File: src/rtl/c2d_pkg.sv
// shared types and constants for the convolution unit
package c2d_pkg;

  typedef enum logic [1:0] {
    OP_LOAD_WEIGHT = 2'd0,
    OP_LOAD_BIAS   = 2'd1,
    OP_LOAD_PIXEL  = 2'd2,
    OP_COMPUTE     = 2'd3
  } op_e;

  typedef enum logic [1:0] {
    ST_OK        = 2'd0,
    ST_SATURATED = 2'd1,
    ST_BAD_COORD = 2'd2
  } status_e;

  localparam int unsigned REG_IN_CHANNELS  = 0;
  localparam int unsigned REG_FILT_COUNT   = 1;
  localparam int unsigned REG_KERN_SIDE    = 2;
  localparam int unsigned REG_IN_HEIGHT    = 3;
  localparam int unsigned REG_IN_WIDTH     = 4;

  typedef struct packed {
    logic [1:0]  operation;
    logic [3:0]  filter_index;
    logic [3:0]  channel_index;
    logic [4:0]  row_index;
    logic [4:0]  col_index;
    logic signed [15:0] load_value;
  } in_item_t;

  typedef struct packed {
    logic signed [15:0] result_value;
    logic [1:0]         status;
  } out_item_t;

  // controller -> datapath commands
  typedef struct packed {
    logic start;     // latch item, perform load or start sum
    logic step;      // issue next tap read and accumulate
    logic finish;    // form the result
  } c2d_cmd_t;

  // datapath -> controller status
  typedef struct packed {
    logic is_compute;
    logic bad_coord;
    logic last_tap;   // last tap read issued
    logic drained;    // last product accumulated
  } c2d_sts_t;

endpackage

File: src/rtl/c2d_controller.sv
// sequencer for loads and the tap loop of a compute transaction
module c2d_controller (
  input  logic              clk_i,
  input  logic              rst_ni,
  input  logic              in_valid_i,
  output logic              in_ready_o,
  output logic              out_valid_o,
  input  logic              out_ready_i,
  input  c2d_pkg::c2d_sts_t sts_i,
  output c2d_pkg::c2d_cmd_t cmd_o
);
  import c2d_pkg::*;

  typedef enum logic [4:0] {
    S_IDLE  = 5'b00001,
    S_RUN   = 5'b00010,
    S_DRAIN = 5'b00100,
    S_FIN   = 5'b01000,
    S_OUT   = 5'b10000
  } state_e;

  state_e state_q, state_d;
  logic accept;

  assign in_ready_o  = (state_q == S_IDLE);
  assign out_valid_o = (state_q == S_OUT);
  assign accept      = in_valid_i && in_ready_o;

  always_comb begin
    state_d = state_q;
    cmd_o = '0;
    unique case (state_q)
      S_IDLE: begin
        cmd_o.start = accept;
        if (accept && sts_i.is_compute) state_d = sts_i.bad_coord ? S_FIN : S_RUN;
      end
      S_RUN: begin
        cmd_o.step = 1'b1;
        if (sts_i.last_tap) state_d = S_DRAIN;
      end
      S_DRAIN: if (sts_i.drained) state_d = S_FIN;
      S_FIN: begin
        cmd_o.finish = 1'b1;
        state_d = S_OUT;
      end
      S_OUT: if (out_ready_i) state_d = S_IDLE;
      default: state_d = S_IDLE;
    endcase
  end

  always_ff @(posedge clk_i or negedge rst_ni) begin
    if (!rst_ni) state_q <= S_IDLE;
    else state_q <= state_d;
  end

  a_onehot: assert property (@(posedge clk_i) disable iff (!rst_ni) $onehot(state_q))
    else $error("state not one-hot");
  a_no_accept_busy: assert property (@(posedge clk_i) disable iff (!rst_ni)
    out_valid_o |-> !in_ready_o) else $error("accept while result pending");
  a_out_hold: assert property (@(posedge clk_i) disable iff (!rst_ni)
    out_valid_o && !out_ready_i |=> out_valid_o) else $error("result dropped");
endmodule

File: config.mk
export PLATFORM = sky130hd
export DESIGN_NAME = c2d_controller
export DESIGN_NICKNAME = d
export VERILOG_FILES = /design/src/rtl/c2d_pkg.sv /design/src/rtl/c2d_controller.sv
export SDC_FILE = /design/constraint.sdc
export NUM_CORES = 1
export LEC_CHECK = 0
export ABC_AREA = 0
export BUFFER_PORTS_ARGS = -buffer_cell sky130_fd_sc_hd__buf_2
export CORE_AREA = 2 2 39 41
export DETAILED_ROUTE_END_ITERATION = 6
export DIE_AREA = 0 0 41 43
export SLEW_MARGIN = 15
export SYNTH_ARGS = -nofsm -noshare
export SYNTH_HDL_FRONTEND = slang
export SYNTH_SLANG_ARGS = --single-unit
export TNS_END_PERCENT = 100
File: constraint.sdc
create_clock -name clk_i -period 1.18 [get_ports clk_i]
set_clock_uncertainty 0.05 [all_clocks]
set_input_delay 0 -clock clk_i [delete_from_list [all_inputs] [get_ports clk_i]]
set_output_delay 0 -clock clk_i [all_outputs]
set_load 0.1 [all_outputs]
==> out/results.tsv <==
stage	metric	value	unit
clocking	cts_buffer_depth	2	
sta	period_needed	1.47	ns
setup_path	r2r_slack	-0.23	ns
drt	antenna_left	0	
finish	largest_register_ff_count	5	
setup_path	cp.required	1.13	ns
clocking	clock_sinks	5	
setup_path	cpLargestDelayFamily	simple AND/OR/NAND/NOR gates	
min_path	hp-class	primary input to async pin	
sta	fmax	0.680	GHz
finish	fin_nets	83	
setup_path	slowest_stage	dfrtp_2	
clocking	clk-insertion-delay-late	0.24	ns
die	initial_core_util	27.8	%
setup_path	critPathLaunchType	register	
finish	diodes	0	
drt	drcViolationCount	0	
sta	setup_viol	10	
clocking	clockRootBuffer	clkbuf_4	
die	die_height	43	um
synth	synthArstFlopShare	100	%
drt	routed_wl	1170	um
synth	syn_inst	43	
synth	ys_ff_latch	5	
pwr	peakVddDrop	1.22	mV
finish	syn_to_final_growth	101	%
synth	yosys.area.top_type	dfrtp_1	
finish	top_register	state_q	
global_route	grtUsageTotal	14.7	%
die	die_w	41	um
global_route	grt_pass1_vias	435	
sta	finalMaxSlewViolations	0	
pwr	total_power	2.44	mW
setup_path	path_buf_inv	1	
synth	netlist_area	384	um^2
placed_design	placed_cells	76	
sta	fin_crit_sh	125	%
synth	synth_flop_cell	dfrtp_1	
pwr	powerDensity	3160	nW/um^2
finish	top_regs	state_q (5)	
setup_path	worstSetupEndpoint	in_ready_o	
setup_path	critPathArrivalTime	1.42	ns
placed_design	hpwlAfterDp	696	um
synth	yosys.area.top_type_share	26.1	%
die	std_cell_rows	14	
global_route	grt-ovfl-total	0	
finish	stdcell_area	773	um^2
die	die_area	1760	um^2
finish	drive_gt1_share	75.7	%
sta	grt_setup_unrepaired	yes	
setup_path	cp-startpoint	state_q[4]$_DFFE_PN0P_	
die	coreArea	1380	um^2
pwr	p_leak	0.353	nW
clocking	clk_pin_slew_worst_paths	0.04	ns
setup_path	reg2reg_from	state_q[4]$_DFFE_PN0P_	
setup_path	rr_worst_depth	4	
global_route	grt_antenna_before_repair	0	
synth	synth-edff-count	0	
drt	routedWlPerCell	13.0	um
drt	drt_iter0_markers	8	
drt	viasPerCell	4.90	
synth	synth.yosys.seq_area_share	32.9	%
sta	worst_slew_pin_slew	0.374	ns
setup_path	crit_chain	or3_4 > nor2_4 > buf_12	
setup_path	path_depth	3	
clocking	h-tree-depth	1	
clocking	cts_tree	yes	
setup_path	max_stage_delay	0.43	ns
job	max-cap-violations	0	
die	io_pins	13	
synth	ys_warn_count	0	
drt	firstDrtPassIters	4	
placed_design	io_buffers	12	
global_route	grt_start_max_net_pins	7	
clocking	cts_made_buffers	3	
setup_path	r2r-end	state_q[3]$_DFFE_PN0P_	
sta	hold_viol_final	0	
synth	synthTopCellsByArea	dfrtp_1, dfstp_2, o31ai_2	
global_route	grt_pass1_wl	1730	um
drt	num_vias	441	
synth	synthTopCellsByCount	nand2_1, nor2_1, dfrtp_1	
finish	final_cells	90	
run_status	outcome	complete, but fails checks	
sta	setup_ws	-0.290	ns
synth	synth_cell_type_count	26	
setup_path	end_kind	output port	
setup_path	path_class	register to output port	
sta	max_slew_margin	75.0	%
run_status	violations	negative setup slack	
setup_path	critical_path.max_fanout	4	
synth	avgSynthCellArea	8.93	um^2
finish	fin_util	55.9	%
placed_design	placedInstanceArea	594	um^2
placed_design	place.gp.congestion	0.832	
synth	syn_nets	51	
[what timing repair did]
| action | CTS | global route |
|---|---|---|
| hold buffers | 1 | 0 |
| cloned | 0 | 0 |
| endpoints found under the hold margin | 5 | 0 |
| setup buffers | 5 | 4 |
| resized for setup | 9 | 12 |
| setup endpoints to repair | 10 | 10 |
| pin swaps | 5 | 4 |
[cell families (layout without fill, tap and decap cells)]
family                 Yosys count  count (layout)  share of synthesized area (%)
AND/OR/NAND/NOR                 26              26                           41.7
AO/OA/AOI/OAI                    7               7                           14.7
buffers and inverters            3              34                           5.86
XOR/XNOR                         1               1                           2.28
flip-flops                       5               5                           32.9
multiplexers                     1               1                           2.61
[metrics by stage]
step                hold WS [ns]  TNS (ns)  setup WS [ns]
finish                    0.0530     -2.19         -0.290
global route              0.0658     -2.67         -0.334
detailed placement        -0.232    -0.778         -0.177
floorplan                 -0.346     -1.70         -0.499
global placement          -0.231    -0.756         -0.158
CTS                       0.0425     -2.05         -0.275
[worst min-delay path by stage]
stage	start	endpoint	slack (ns)
finish	rst_ni	state_q[4]$_DFFE_PN0P_	0.05
global route	rst_ni	state_q[1]$_DFFE_PN0P_	0.07
CTS	sts_i[3]	state_q[0]$_DFFE_PN1P_	0.04
detailed placement	rst_ni	state_q[1]$_DFFE_PN0P_	-0.23
global placement	rst_ni	state_q[1]$_DFFE_PN0P_	-0.23
floorplan	rst_ni	state_q[1]$_DFFE_PN0P_	-0.35
[report_power, final]
group / leakage (nW) / total [mW] / switching, mW / internal (mW)
combinational: 0.277 / 1.90 / 0.997 / 0.904
clock: 0.0150 / 0.193 / 0.0657 / 0.128
sequential: 0.0605 / 0.349 / 0.102 / 0.247
total: 0.353 / 2.44 / 1.16 / 1.28
[metal layers]
layer  share of wire [%]  GRT usage [%]  vias to the layer above
met5                   0              0                        -
met1                  40           17.6                      206
met2                  53           22.8                       23
met3                 6.3           2.09                        2
li1                    -              -                      210
met4                 1.0           10.0                        0
[area by class of cell]
class / count / area, um^2
flip-flops and latches: 5 / 130
clock buffers: 4 / 26.3
inverters: 1 / 7.51
fillers: 125 / 611
repair buffers: 29 / 277
multi-input cells: 35 / 313
well taps: 16 / 20.0
[layout by cell type (no fill, tap or decap), types with 2 or more instances in the layout]
cell      netlist  routed
buf_4           1      13
buf_2           0       7
buf_12          0       5
nand2_1         5       4
nor2_2          0       3
and3_4          0       3
clkbuf_4        0       3
buf_6           1       3
dfrtp_2         0       3
nor2b_4         1       2
a21oi_2         0       2
o31ai_2         2       2
Power figures use the tool's default switching activity.
